**src/hdl/cle_pkg.sv**
```systemverilog
// ----------------------------------------------------------------------------
// cle_pkg
// Shared types and byte codes of the console line editor.
// ----------------------------------------------------------------------------
package cle_pkg;

  localparam logic [7:0] BYTE_EOT   = 8'd4;
  localparam logic [7:0] BYTE_BS    = 8'd8;
  localparam logic [7:0] BYTE_LF    = 8'd10;
  localparam logic [7:0] BYTE_CR    = 8'd13;
  localparam logic [7:0] BYTE_SPACE = 8'h20;

  localparam logic [1:0] KIND_ECHO  = 2'd0;
  localparam logic [1:0] KIND_LINE  = 2'd1;
  localparam logic [1:0] KIND_EMPTY = 2'd2;

  localparam logic [5:0] MAX_LINE_RST = 6'd32;

  typedef enum logic [1:0] {
    OP_CHAR,
    OP_ERASE,
    OP_EOL,
    OP_EOT
  } op_e;

  typedef struct packed {
    op_e        op;
    logic [7:0] ch;
  } cmd_t;

endpackage

```
**src/hdl/cle_if.sv**
```systemverilog
// ----------------------------------------------------------------------------
// cle_rx_if / cle_res_if
// Valid/ready channels for received bytes and editor results.
// ----------------------------------------------------------------------------
interface cle_rx_if;
  logic       valid;
  logic       ready;
  logic [7:0] rx_byte;

  modport source (output valid, output rx_byte, input ready);
  modport sink   (input valid, input rx_byte, output ready);
endinterface

interface cle_res_if;
  logic       valid;
  logic       ready;
  logic [1:0] kind;
  logic [7:0] data;
  logic       last;

  modport source (output valid, output kind, output data, output last, input ready);
  modport sink   (input valid, input kind, input data, input last, output ready);
endinterface

```
**src/hdl/cle_front.sv**
```systemverilog
// ----------------------------------------------------------------------------
// cle_front
// Accepts received bytes, classifies them and queues commands (two deep).
// ----------------------------------------------------------------------------
module cle_front
  import cle_pkg::*;
(
  input  logic     clk_i,
  input  logic     rst_ni,
  cle_rx_if.sink   rx_i,
  output logic     cmd_valid_o,
  output cmd_t     cmd_o,
  input  logic     cmd_ready_i
);

  cmd_t head_q, tail_q, in_cmd;
  logic head_v_q, tail_v_q;
  logic push, pop;

  always_comb begin
    in_cmd.ch = rx_i.rx_byte;
    case (rx_i.rx_byte)
      BYTE_EOT:         in_cmd.op = OP_EOT;
      BYTE_BS:          in_cmd.op = OP_ERASE;
      BYTE_CR, BYTE_LF: in_cmd.op = OP_EOL;
      default:          in_cmd.op = OP_CHAR;
    endcase
  end

  // tail slot only fills behind a stalled head, so a free tail means room
  assign rx_i.ready  = !tail_v_q;
  assign push        = rx_i.valid && !tail_v_q;
  assign pop         = head_v_q && cmd_ready_i;
  assign cmd_valid_o = head_v_q;
  assign cmd_o       = head_q;

  always_ff @(posedge clk_i or negedge rst_ni) begin
    if (!rst_ni) begin
      head_v_q <= 1'b0;
      tail_v_q <= 1'b0;
    end else if (pop) begin
      if (tail_v_q) begin
        head_q   <= tail_q;
        tail_v_q <= 1'b0;
      end else begin
        head_v_q <= push;
        head_q   <= in_cmd;
      end
    end else if (push) begin
      if (head_v_q) begin
        tail_q   <= in_cmd;
        tail_v_q <= 1'b1;
      end else begin
        head_q   <= in_cmd;
        head_v_q <= 1'b1;
      end
    end
  end

endmodule

```
**src/hdl/cle_back.sv**
```systemverilog
// ----------------------------------------------------------------------------
// cle_back
// Executes queued commands: line store, character count, result sequencing.
// ----------------------------------------------------------------------------
module cle_back
  import cle_pkg::*;
#(
  parameter int LINE_CAPACITY = 32
) (
  input  logic       clk_i,
  input  logic       rst_ni,
  input  logic [5:0] max_line_i,
  input  logic       cmd_valid_i,
  input  cmd_t       cmd_i,
  output logic       cmd_ready_o,
  cle_res_if.source  res_o
);

  localparam int AW = $clog2(LINE_CAPACITY);
  localparam int CW = $clog2(LINE_CAPACITY + 1);
  localparam int LW = ((CW > 6) ? CW : 6) + 1;
  localparam logic [LW-1:0] CAP_L = LW'(LINE_CAPACITY);

  typedef enum logic [2:0] {
    S_IDLE,
    S_SPACE,
    S_BS2,
    S_LF,
    S_LINE
  } state_e;

  state_e          state_q, state_d;
  logic [CW-1:0]   count_q, count_d;
  logic [CW-1:0]   ptr_q, ptr_d;
  logic            out_valid_q, out_valid_d;
  logic [1:0]      kind_q, kind_d;
  logic [7:0]      data_q, data_d;
  logic            last_q, last_d;
  logic [7:0]      rd_q;
  logic [7:0]      mem [LINE_CAPACITY];
  logic            we;
  logic [7:0]      wdata;
  logic            can_load;
  logic [LW-1:0]   lim;
  logic            line_end;

  assign can_load = !out_valid_q || res_o.ready;
  assign lim      = (LW'(max_line_i) > CAP_L) ? CAP_L : LW'(max_line_i);
  assign line_end = (ptr_q + CW'(1)) == count_q;

  always_comb begin
    state_d     = state_q;
    count_d     = count_q;
    ptr_d       = ptr_q;
    out_valid_d = out_valid_q && !res_o.ready;
    kind_d      = kind_q;
    data_d      = data_q;
    last_d      = last_q;
    cmd_ready_o = 1'b0;
    we          = 1'b0;
    wdata       = cmd_i.ch;
    unique case (state_q)
      S_IDLE: begin
        if (cmd_valid_i && can_load) begin
          cmd_ready_o = 1'b1;
          unique case (cmd_i.op)
            OP_CHAR: begin
              if (LW'(count_q) + LW'(1) < lim) begin
                we          = 1'b1;
                count_d     = count_q + CW'(1);
                out_valid_d = 1'b1;
                kind_d      = KIND_ECHO;
                data_d      = cmd_i.ch;
                last_d      = 1'b1;
              end
            end
            OP_ERASE: begin
              if (count_q != '0) begin
                count_d     = count_q - CW'(1);
                out_valid_d = 1'b1;
                kind_d      = KIND_ECHO;
                data_d      = BYTE_BS;
                last_d      = 1'b0;
                state_d     = S_SPACE;
              end
            end
            OP_EOL: begin
              we          = 1'b1;
              wdata       = BYTE_LF;
              count_d     = count_q + CW'(1);
              out_valid_d = 1'b1;
              kind_d      = KIND_ECHO;
              data_d      = BYTE_CR;
              last_d      = 1'b0;
              state_d     = S_LF;
            end
            OP_EOT: begin
              if (count_q == '0) begin
                out_valid_d = 1'b1;
                kind_d      = KIND_EMPTY;
                data_d      = 8'd0;
                last_d      = 1'b1;
              end else begin
                state_d = S_LINE;
              end
            end
            default: ;
          endcase
        end
      end
      S_SPACE: begin
        if (can_load) begin
          out_valid_d = 1'b1;
          kind_d      = KIND_ECHO;
          data_d      = BYTE_SPACE;
          last_d      = 1'b0;
          state_d     = S_BS2;
        end
      end
      S_BS2: begin
        if (can_load) begin
          out_valid_d = 1'b1;
          kind_d      = KIND_ECHO;
          data_d      = BYTE_BS;
          last_d      = 1'b1;
          state_d     = S_IDLE;
        end
      end
      S_LF: begin
        if (can_load) begin
          out_valid_d = 1'b1;
          kind_d      = KIND_ECHO;
          data_d      = BYTE_LF;
          last_d      = 1'b0;
          state_d     = S_LINE;
        end
      end
      S_LINE: begin
        if (can_load) begin
          out_valid_d = 1'b1;
          kind_d      = KIND_LINE;
          data_d      = rd_q;
          last_d      = line_end;
          ptr_d       = ptr_q + CW'(1);
          if (line_end) begin
            ptr_d   = '0;
            count_d = '0;
            state_d = S_IDLE;
          end
        end
      end
      default: state_d = S_IDLE;
    endcase
  end

  always_ff @(posedge clk_i or negedge rst_ni) begin
    if (!rst_ni) begin
      state_q     <= S_IDLE;
      count_q     <= '0;
      ptr_q       <= '0;
      out_valid_q <= 1'b0;
    end else begin
      state_q     <= state_d;
      count_q     <= count_d;
      ptr_q       <= ptr_d;
      out_valid_q <= out_valid_d;
      kind_q      <= kind_d;
      data_q      <= data_d;
      last_q      <= last_d;
    end
  end

  // read follows the next pointer so rd_q matches ptr_q each cycle;
  // any write lands in the store before the line is read out
  always_ff @(posedge clk_i) begin
    if (we) begin
      mem[count_q[AW-1:0]] <= wdata;
    end
    rd_q <= mem[ptr_d[AW-1:0]];
  end

  assign res_o.valid = out_valid_q;
  assign res_o.kind  = kind_q;
  assign res_o.data  = data_q;
  assign res_o.last  = last_q;

endmodule

```
**src/hdl/console_line_editor.sv**
```systemverilog
// ----------------------------------------------------------------------------
// console_line_editor
// Canonical-mode line editor: echo, erase, line hand-out on CR/LF or EOT.
// ----------------------------------------------------------------------------
//  channel  dir  payload                 handshake
//  rx_i     in   rx_byte[7:0]            valid/ready
//  res_o    out  kind[1:0] data[7:0] last valid/ready
//  cfg      in   cfg_wdata_i[5:0]        cfg_we_i, no stall
//
// One result leaves the output register per cycle while res_o is ready; the back
// end's sequencer sets the pace: an ordinary byte gives one echo, an erase the
// BS/space/BS echo, CR/LF the CR and LF echoes and the stored line, EOT the line.
// Reset clears the count and control state; the line store is not cleared.
// A two-deep command queue accepts bytes while results stall, until it is full.
// ----------------------------------------------------------------------------
module console_line_editor
  import cle_pkg::*;
#(
  parameter int LINE_CAPACITY = 32
) (
  input  logic       clk_i,
  input  logic       rst_ni,
  input  logic       cfg_we_i,
  input  logic [5:0] cfg_wdata_i,
  cle_rx_if.sink     rx_i,
  cle_res_if.source  res_o
);

  logic [5:0] max_line_q;
  logic       cmd_valid;
  logic       cmd_ready;
  cmd_t       cmd;

  always_ff @(posedge clk_i or negedge rst_ni) begin
    if (!rst_ni) begin
      max_line_q <= MAX_LINE_RST;
    end else if (cfg_we_i) begin
      max_line_q <= cfg_wdata_i;
    end
  end

  cle_front u_front (
    .clk_i       (clk_i),
    .rst_ni      (rst_ni),
    .rx_i        (rx_i),
    .cmd_valid_o (cmd_valid),
    .cmd_o       (cmd),
    .cmd_ready_i (cmd_ready)
  );

  cle_back #(
    .LINE_CAPACITY (LINE_CAPACITY)
  ) u_back (
    .clk_i       (clk_i),
    .rst_ni      (rst_ni),
    .max_line_i  (max_line_q),
    .cmd_valid_i (cmd_valid),
    .cmd_i       (cmd),
    .cmd_ready_o (cmd_ready),
    .res_o       (res_o)
  );

  // queued command holds while the back end is busy
  a_cmd_hold: assert property (@(posedge clk_i) disable iff (!rst_ni)
    cmd_valid && !cmd_ready |=> cmd_valid && $stable(cmd))
    else $error("queued command changed while stalled");

  // stalled result beat stays offered
  a_res_hold: assert property (@(posedge clk_i) disable iff (!rst_ni)
    res_o.valid && !res_o.ready |=> res_o.valid)
    else $error("result beat dropped while stalled");

  a_empty_end: assert property (@(posedge clk_i) disable iff (!rst_ni)
    res_o.valid && res_o.kind == KIND_EMPTY |-> res_o.last && res_o.data == 8'd0)
    else $error("empty line end malformed");

  a_kind_code: assert property (@(posedge clk_i) disable iff (!rst_ni)
    res_o.valid |-> (res_o.kind == KIND_ECHO || res_o.kind == KIND_LINE ||
                     res_o.kind == KIND_EMPTY))
    else $error("undefined result kind");

endmodule

```
**src/flat_wrapper.sv**
```systemverilog
// flat-port wrapper written by rule: the top's interface ports become plain ports
module console_line_editor_flat import cle_pkg::*;
#(
  parameter int LINE_CAPACITY = 32
)
  (clk_i, rst_ni, cfg_we_i, cfg_wdata_i, rx_i_valid, rx_i_rx_byte, rx_i_ready, res_o_valid, res_o_kind, res_o_data, res_o_last, res_o_ready);
  cle_rx_if rx_i_i ();
  cle_res_if res_o_i ();
  input  logic clk_i;
  input  logic rst_ni;
  input  logic cfg_we_i;
  input  logic [5:0] cfg_wdata_i;
  input wire logic [$bits(rx_i_i.valid)-1:0] rx_i_valid;
  input wire logic [$bits(rx_i_i.rx_byte)-1:0] rx_i_rx_byte;
  output wire logic [$bits(rx_i_i.ready)-1:0] rx_i_ready;
  output wire logic [$bits(res_o_i.valid)-1:0] res_o_valid;
  output wire logic [$bits(res_o_i.kind)-1:0] res_o_kind;
  output wire logic [$bits(res_o_i.data)-1:0] res_o_data;
  output wire logic [$bits(res_o_i.last)-1:0] res_o_last;
  input wire logic [$bits(res_o_i.ready)-1:0] res_o_ready;
  assign rx_i_i.valid = rx_i_valid;
  assign rx_i_i.rx_byte = rx_i_rx_byte;
  assign rx_i_ready = rx_i_i.ready;
  assign res_o_valid = res_o_i.valid;
  assign res_o_kind = res_o_i.kind;
  assign res_o_data = res_o_i.data;
  assign res_o_last = res_o_i.last;
  assign res_o_i.ready = res_o_ready;
  console_line_editor #(.LINE_CAPACITY(LINE_CAPACITY)) u_core (.clk_i(clk_i), .rst_ni(rst_ni), .cfg_we_i(cfg_we_i), .cfg_wdata_i(cfg_wdata_i), .rx_i(rx_i_i), .res_o(res_o_i));
endmodule
```
**config.mk**
```make
export PLATFORM = sky130hd
export DESIGN_NAME = console_line_editor_flat
export DESIGN_NICKNAME = d
export VERILOG_FILES = /design/src/hdl/cle_pkg.sv /design/src/hdl/cle_if.sv /design/src/hdl/cle_front.sv /design/src/hdl/cle_back.sv /design/src/hdl/console_line_editor.sv /design/src/flat_wrapper.sv
export SDC_FILE = /design/constraint.sdc
export NUM_CORES = 1
export LEC_CHECK = 0
export BUFFER_PORTS_ARGS = -buffer_cell sky130_fd_sc_hd__buf_4
export CAP_MARGIN = 40
export CORE_AREA = 2 2 162 164
export DETAILED_ROUTE_END_ITERATION = 10
export DIE_AREA = 0 0 164 166
export MAX_ROUTING_LAYER = met4
export PLACE_DENSITY = 0.75
export SLEW_MARGIN = 0
export SYNTH_ARGS = -nofsm -noshare
export SYNTH_HDL_FRONTEND = slang
export SYNTH_HIERARCHICAL = 1
export SYNTH_SLANG_ARGS = --single-unit
```
**constraint.sdc**
```tcl
create_clock -name clk_i -period 3.2 [get_ports clk_i]
set_input_delay 0.48 -clock clk_i [delete_from_list [all_inputs] [get_ports clk_i]]
set_output_delay 0.48 -clock clk_i [all_outputs]
set_load 0.005 [all_outputs]
```
Word level (Yosys, flattened, before mapping)
Memories as Yosys holds them, arrays and structs flattened. A register that Yosys moved wholly into a read port is not among the register bits.
Index checks and enable logic that the tools add are counted.
- bits in registers: 55
- RAM bits: 256
- input port bits: 19
- output and inout port bits: 13
- word-level logic and storage cells: 160
- memories kept: 1
- memory list (memory ; words ; bits a word ; rd ports ; clocked after Yosys merged registers in ; wr ports ; RTL line ; RTL):
    u_core.u_back.mem ; 32 ; 8 ; 1 ; 1 ; 1 ; cle_back.sv:40 ; logic [7:0] mem [LINE_CAPACITY];
- add/subtract/negate cells: 4
- $lt $le $gt $ge: 2
- eq/ne operators: 28
- multiplexer cells: 77
- bitwise operators: 1
- reductions and logical operators: 32
- operators by type and width (cell ; number):
    2-to-1 mux 8 bit ; 11
    2-to-1 mux 6 bit ; 7
    2-to-1 mux 10 bit ; 4
    case mux 8 bit (5 select lines) ; 1
    case mux 8 bit (4 select lines) ; 1
    2-to-1 mux 1 bit ; 25
    == test 8 x 4 -> 1 bit, second input constant ; 3
    2-to-1 mux 3 bit ; 8
    case mux 6 bit (3 select lines) ; 1
    AND reduction 9 bit ; 2
    case mux 3 bit (5 select lines) ; 1
    != test 2 bit, second input constant ; 7
    adder 6 x 1 -> 6 bit, second input constant ; 2
    2-to-1 mux 2 bit ; 6
    != test 3 bit, second input constant ; 4
    case mux 1 bit (4 select lines) ; 3
    case mux 2 bit (3 select lines) ; 2
    case mux 6 bit (2 select lines) ; 1
    2-to-1 mux 5 bit ; 2
    AND reduction 10 bit ; 1
    case mux 3 bit (3 select lines) ; 1
    == test 8 x 3 -> 1 bit, second input constant ; 1
    != test 4 x 1 -> 1 bit, second input constant ; 2
    case mux 2 bit (4 select lines) ; 1
    other kinds (32) ; 47

Longest topological paths before layout
Gate-level depths: netlist of the first run.
- depth after elaboration: 9
- depth in mapped cells: 13
- depth with buffers taken out: 10

Modules after synthesis
The synthesis of the first run kept the hierarchy.
- modules (own cells, without submodules) (module ; times used ; cells each ; area an instance (um2) ; sequential area each (um2)):
    cle_back ; 1 ; 862 ; 12985.0 ; 8578.2
    cle_front ; 1 ; 52 ; 903.4 ; 650.6
    console_line_editor ; 1 ; 13 ; 252.7 ; 151.4

Worst setup path before layout of the first run
No wires, ideal clock.
- path type: register -> register
- start: register u_core.u_back.count_q[0]
- end: memory u_core.u_back.mem[10][0], enable pin
- library setup time: 0.370 ns
- data arrival time: 2.893 ns
- required time: 2.830 ns
- setup slack: -0.063 ns
- cell stages (with the launch flop): 12
- path buffers: 1
- clock period less this slack: 3.263 ns
- path through: dfrtp_1 > clkbuf_1 > inv_1 > ha_1 > ha_1 > a21o_1 > a21o_1 > a21oi_1 > o21bai_1 > a211oi_1 > o21ai_1 > nor2_1
- longest elaborated chain between the ends: 8
- ends and longest elaborated chain (what ; RTL line ; RTL):
    start, declared ; cle_back.sv:33 ; logic [CW-1:0] count_q, count_d;
    start signal, assigned ; cle_back.sv:164 ; count_q <= count_d;
    adder 6 x 1 -> 7 bit ; cle_back.sv:68 ; if (LW'(count_q) + LW'(1) < lim) begin
    less-than comparator 7 x 6 -> 1 bit ; cle_back.sv:68 ;
    2-to-1 mux 1 bit ; cle_back.sv:68 ;
    case mux 1 bit (2 select lines) ; cle_back.sv:66 ; unique case (cmd_i.op)
    2-to-1 mux 1 bit ; cle_back.sv:64 ; if (cmd_valid_i && can_load) begin
    2-to-1 mux 1 bit ; cle_back.sv:62 ; unique case (state_q)
    2-to-1 mux 1 bit ; cle_back.sv:176 ; if (we) begin
    2-to-1 mux 1 bit (not written as such) ; cle_back.sv:177 ; mem[count_q[AW-1:0]] <= wdata;
    end, declared ; cle_back.sv:40 ;
Several ways; a longest one is shown, not always the timed one.

Worst setup path after layout of the first run
- start: register u_core.u_back.ptr_q[0]
- end: register u_core.u_back.rd_q[7], read port of u_core.u_back.mem
- longest elaborated chain between the ends: 5
- ends and longest elaborated chain (what ; RTL line ; RTL):
    start, declared ; cle_back.sv:34 ; logic [CW-1:0] ptr_q, ptr_d;
    start signal, assigned ; cle_back.sv:165 ; ptr_q <= ptr_d;
    adder 6 x 1 -> 6 bit ; cle_back.sv:49, cle_back.sv:144 ;
    == test 6 bit ; cle_back.sv:49 ; assign line_end = (ptr_q + CW'(1)) == count_q;
    2-to-1 mux 6 bit ; cle_back.sv:145 ; if (line_end) begin
    2-to-1 mux 5 bit ; cle_back.sv:139 ; if (can_load) begin
    2-to-1 mux 5 bit (*) ; cle_back.sv:62 ;
    end, declared ; cle_back.sv:39 ; logic [7:0] rd_q;
Every way passes the cells marked *; elsewhere a longest branch is shown, timed or not.
A chain may end at the register's enable or synchronous reset.

==> flow_metrics.tcl, run 1 <==
set metrics [dict create \
    area_delta_synth_final_pct 16.88 \
    crit_required_ns 3.57 \
    clk_latency_ns 0.51 \
    die_area_um2 27220 \
    ios 32 \
    grt_pass1_wl_mm 46.37 \
    track_usage_pct 23.25 \
    hold_viol 0 \
    ant_nets 0 \
    antenna_cells 0 \
    fin_crit_sh_pct 98.12 \
    max_freq_mhz 318.5 \
    total_power_mw 15.01 \
    async_flop_share_pct 7.524 \
    leakagePower_nw 6.147 \
    ys.flop_type "edfxtp_1" \
    synthCells 927 \
    final_core_util_pct 64.52 \
    ff_latch_area_um2 9382 \
    final_common_cell "edfxtp_1" \
    slew_viol_final 0 \
    final.setup_skew_ns 0.01515 \
    final_area_um2 16530 \
    critical_path_class "flip-flop to flip-flop" \
    cts_root_buf "clkbuf_16" \
    core-area_um2 25620 \
    drive_above_1_share_pct 22.27 \
    die_h_um 166 \
    outcome "complete, no violations" \
    r2r_cells 10 \
    seq_area_frac_synth_pct 66.33 \
    hold_class "primary input to flip-flop" \
    cts_tree "built" \
    cts_buffers 34 \
    synth_cell_types 70 \
    grtUsageMet2_pct 37.41 \
    routabilityCongestion 0.8805 \
    antenna_found_initial 0 \
    drt_iter0_markers 707 \
    drt_wl_total_mm 30.26 \
    synth_seq_cells 319 \
    vias 8226 \
    synth-edff-count 287 \
    crit_arrival_ns 3.51 \
    clock-sinks 319 \
    critPathMaxFanout 9 \
    wl_per_cell_um 21.63 \
    multiInputGateArea_um2 4531 \
    grt_pass1_vias 8140 \
    pre_cts_slack_ns -0.04404 \
    grt_start_max_net_pins 36 \
    grt.busiest_layer "met2" \
    yosysWarnings 6 \
    worst_pin_slew_ns 0.8135 \
    syn_area_per_cell_um2 15.25 \
    p_per_area_nw_per_um2 908.3 \
    fin_crit_ns 3.140 \
    setup_viol 0 \
    final_cells 1399 \
    use_met3_pct 3.621 \
    drcViolationCount 0 \
    grt_overflow 0 \
    drv_cap 0 \
    nets 1079 \
    hold_path_depth 1 \
    mostFrequentLayoutCells "edfxtp_1 (287), mux2i_1 (178), buf_4 (108), nor2_1 (54), clkbuf_16 (36)" \
    grt_use_met1_pct 31.24 \
    layout_setup_ws_ns 0.06008 \
    clk_path_buf_depth 3 \
    dp_cells 1331 \
    relSlewSlack_pct 45.77 \
    endpoint_kind "flip-flop" \
    port-buffer-count 31 \
    hold_ws_ns 0.1655 \
    start_util_pct 55.20 \
    tns_ns 0 \
    dp_hpwl_mm 19.94 \
    htree_levels 2 \
    synth_area_um2 14140 \
    dpl_cell_area_um2 15270 \
    rows 59 \
    cp-start-kind "flip-flop" \
    viasPerCell 5.880 \
    clk_pin_slew_ns 0.06 \
    fillers 1801 \
    die_width_um 164 \
    first_pass_iters 5 \
    peakVddDrop_mv 0.6902 \
    synth_nets 967 \
]
## metal layers
layer / share of wire (%) / routed length, um / up-vias
li1: - / - / 3786
met4: 2.3 / 694 / 0
met1: 42 / 12640 / 4078
met3: 6.5 / 1976 / 55
met5: 0 / 0 / -
met2: 49 / 14950 / 307
## synthesized netlist by cell type (all sizes together) (17+ instances only)
cell type  number  share of area (%)
a21oi          25               0.91
a22oi          17               0.90
buf            32                1.6
dfrtp          23                4.1
edfxtp        287                 61
ha             20                1.8
mux2           36                3.1
mux2i         179                 13
nand2          35               0.93
nand3          20               0.74
nor2           55                1.5
o21ai          22               0.81
## final cells by class
cell class	count	share of cell area, %
sequential	319	56.76
multi-input combinational	548	27.41
timing repair buffer	120	6.419
clock buffer	44	5.564
tap	335	2.536
clock inverter	17	0.9463
inverter	16	0.3634
## report_power, final
part	switching, mW	leakage, nW	internal [mW]	total [mW]
clock	1.50	0.532	2.27	3.77
sequential	0.259	2.95	5.22	5.48
combinational	3.24	2.67	2.52	5.76
## worst paths after layout
check	endpoint	slack (ns)	startpoint
setup / recovery	u_core/u_back/rd_q[7]	0.06	u_core/u_back/ptr_q[0]
hold / removal	u_core/u_front/tail_q[4]	0.17	rx_i_rx_byte[4]
setup reg to reg	u_core/u_back/rd_q[7]	0.06	u_core/u_back/ptr_q[0]
hold reg to reg	u_core/u_back/ptr_q[5]	0.52	u_core/u_back/ptr_q[5]
max in group asynchronous	u_core/max_line_q[5]	2.46	rst_ni
min in group asynchronous	u_core/u_back/count_q[2]	0.44	rst_ni
## what timing repair did
action / in CTS / in global routing
hold buffers: 1 / 0
pin swaps: 1 / 4
setup endpoints to repair: 191 / 194
setup buffers: 0 / 5
resized for setup: 3 / 17
gates cloned: 0 / 1
endpoints found under the hold margin: 23 / 0
## flip-flops by register name, summed over array words and instances (netlist names)
register                    count
u_core/u_front/cmd_valid_o      1
u_core/u_back/rd_q              8
u_core/u_back/state_q           3
u_core/u_front/tail_q          10
u_core/u_back/res_o.last        1
u_core/u_back/ptr_q             6
u_core/u_back/mem             256
u_core/max_line_q               6
u_core/u_front/tail_v_q         1
u_core/u_back/res_o.valid       1
u_core/u_back/res_o.kind        2
u_core/u_front/cmd_o           10
u_core/u_back/res_o.data        8
u_core/u_back/count_q           6
## worst max-delay path: stages, from the launching register on
cell       delay [ns]
dfrtp_2          0.46
ha_1             0.38
xnor2_1          0.22
o2111ai_2        0.22
a211oi_4         0.41
buf_12           0.21
buf_12           0.15
mux2i_1          0.31
mux2i_1          0.14
a2bb2oi_1        0.37
nand4_1          0.14
## kinds of logic (layout without fill, tap and decap cells)
kind of cell,after synthesis,count (layout),share of synthesized area [%]
AND/OR/NAND/NOR,177,177,6.477
AO/OA/AOI/OAI,116,116,6.017
buffers and inverters,60,197,2.362
adder cells (fa/ha/maj),21,21,1.911
multiplexers,215,215,15.72
flip-flops,319,319,66.33
XOR/XNOR,19,19,1.177
(Power assumes the default switching activity.)
==> run 2, diff against run 1 <==
Settings changed: BUFFER_PORTS_ARGS -buffer_cell sky130_fd_sc_hd__buf_4 to not set, CORE_AREA 2 2 162 164 to 2 2 161 163, DIE_AREA 0 0 164 166 to 0 0 163 165, DONT_BUFFER_PORTS set to 1, GPL_ROUTABILITY_DRIVEN set to 0.
Clock period 3.2 ns to 2.6 ns, I/O delays scaled along.
==> run 2 against run 1 <==
The run now ends with negative setup slack left; clock power up 25%; worst setup slack worse by 0.28 ns; total power up 37%; critical path depth up 1; global-route usage up 2.1 points; critical endpoint is now u_core/u_back/mem[10][2]; highest routed layer unchanged.
==> flow_metrics.tcl, run 2 (same netlist as run 1, synthesis figures left out) <==
set metrics [dict create \
    hold_ws_ns 0.03032 \
    drt_iter0_markers 831 \
    final.setup_skew_ns 0.01553 \
    layout_setup_ws_ns -0.2219 \
    ant_nets 0 \
    rsz0062_at_grt "yes" \
    core-area_um2 25040 \
    largest_reg_flops 256 \
    endpoint_kind "flip-flop" \
    ios 32 \
    peakVddDrop_mv 0.7545 \
    worst_pin_slew_ns 0.8309 \
    fin_crit_ns 2.822 \
    htree_levels 2 \
    p_per_area_nw_per_um2 1162 \
    dpl_cell_area_um2 15760 \
    cp-start-kind "flip-flop" \
    total_power_mw 20.56 \
    start_util_pct 56.48 \
    cts_tree "built" \
    mostFrequentLayoutCells "edfxtp_1 (287), mux2i_1 (157), buf_4 (96), clkbuf_16 (36), nand2_1 (35)" \
    rows 58 \
    drcViolationCount 0 \
    cp_slowest_stage_delay_ns 0.44 \
    die_width_um 163 \
    viasPerCell 5.941 \
    leakagePower_nw 6.389 \
    cp_slowest_cell "dfrtp_2" \
    drt_wl_total_mm 33.03 \
    final_area_um2 17700 \
    die_area_um2 26900 \
    grt_overflow 0 \
    grt_start_max_net_pins 36 \
    hold_viol 0 \
    grt_pass1_wl_mm 48.79 \
    final_core_util_pct 70.68 \
    vias 8436 \
    outcome "finished, violations left" \
    critPathMaxFanout 8 \
    clk_path_buf_depth 3 \
    hold_class "primary input to flip-flop" \
    crit_required_ns 2.78 \
    crit_arrival_ns 3.00 \
    drv_cap 0 \
    clk_pin_slew_ns 0.06 \
    fin_crit_sh_pct 108.5 \
    pre_cts_slack_ns -0.2744 \
    cts_buffers 34 \
    area_delta_synth_final_pct 25.15 \
    final_common_cell "edfxtp_1" \
    crit_family "compound AO/OA/AOI/OAI gates" \
    grt_pass1_vias 8476 \
    critical_path_class "flip-flop to flip-flop" \
    drive_above_1_share_pct 32.20 \
    violations "negative setup slack" \
    clock-sinks 319 \
    die_h_um 165 \
    max_freq_mhz 354.4 \
    nets 1105 \
    antenna_cells 0 \
    dp_hpwl_mm 20.81 \
    port-buffer-count 0 \
    cts_root_buf "clkbuf_16" \
    setup_viol 264 \
    first_pass_iters 5 \
    relSlewSlack_pct 43.90 \
    worst-path-buf-inv 2 \
    slew_viol_final 0 \
    track_usage_pct 25.32 \
    wl_per_cell_um 23.26 \
    clk_latency_ns 0.51 \
    cp_cell_sequence "inv_2 > ha_4 > ha_4 > a21o_1 > a21o_1 > a21oi_2 > o21bai_2 > a211oi_4 > buf_12 > o21ai_4 > nor2_4" \
    antenna_found_initial 0 \
]
run 2: cell types whose count changed in the layout (fill, tap and decap cells not counted), sizes merged:
cell         delta
buf            +18
clkbuf          -2
clkinvlp        +2
dlygate4sd3     +8
run 2: what timing repair did:
action	4_1_cts	5_1_grt
hold endpoints to repair	32	0
gates cloned	4	1
hold buffers	10	0
setup buffers	18	5
pin swaps	32	30
gates resized for setup	69	41
endpoints found under the setup margin	277	282
run 2: path summary, 6_finish.rpt:
kind | startpoint | to | slack, ns | cells after the start
max | u_core/u_back/count_q[1] | u_core/u_back/mem[10][2] | -0.22 | 11
max reg2reg | u_core/u_back/count_q[1] | u_core/u_back/mem[10][2] | -0.22 | 11
min in group asynchronous | rst_ni | u_core/u_front/cmd_valid_o | 0.31 | 2
max in group asynchronous | rst_ni | u_core/max_line_q[5] | 2.05 | 2
min | cfg_wdata_i[4] | u_core/max_line_q[4] | 0.03 | 1
min reg2reg | u_core/max_line_q[1] | u_core/max_line_q[1] | 0.52 | 1
run 2: through the flow:
stage	setup TNS [ns]	std cells
after floorplan	-61.95	927
after global placement	-48.93	1327
after detailed placement	-48.41	1327
after CTS	-48.15	1417
after global routing	-69.72	1420
final	-38.69	1420
run 2: worst reg2reg max path, cell delays in order (launching register included):
cell	delay (ns)
dfrtp_2	0.44
inv_2	0.09
ha_4	0.21
ha_4	0.20
a21o_1	0.17
a21o_1	0.16
a21oi_2	0.17
o21bai_2	0.10
a211oi_4	0.26
buf_12	0.16
o21ai_4	0.21
nor2_4	0.32
run 2: layout make-up:
type                            instances  area [um2]
Clock buffer                           42       912.1
Clock inverter                         19       176.4
Fill cell                            1564        7340
Inverter                               16       62.56
Multi-Input combinational cell        548        5250
Sequential cell                       319        9387
Tap cell                              330       412.9
Timing Repair Buffer                  146        1496
run 2: where the power goes:
part	internal (mW)	total, mW	switching [mW]
combinational	4.35	9.08	4.73
clock	2.80	4.72	1.92
sequential	6.43	6.77	0.332
run 2: routing by layer:
layer	GRT usage [%]	vias to the layer above	wire length [um]
li1	-	3842	-
met1	32.50	4234	13430
met2	41.85	299	16800
met3	3.968	61	1987
met4	8.206	0	807
met5	-	-	0
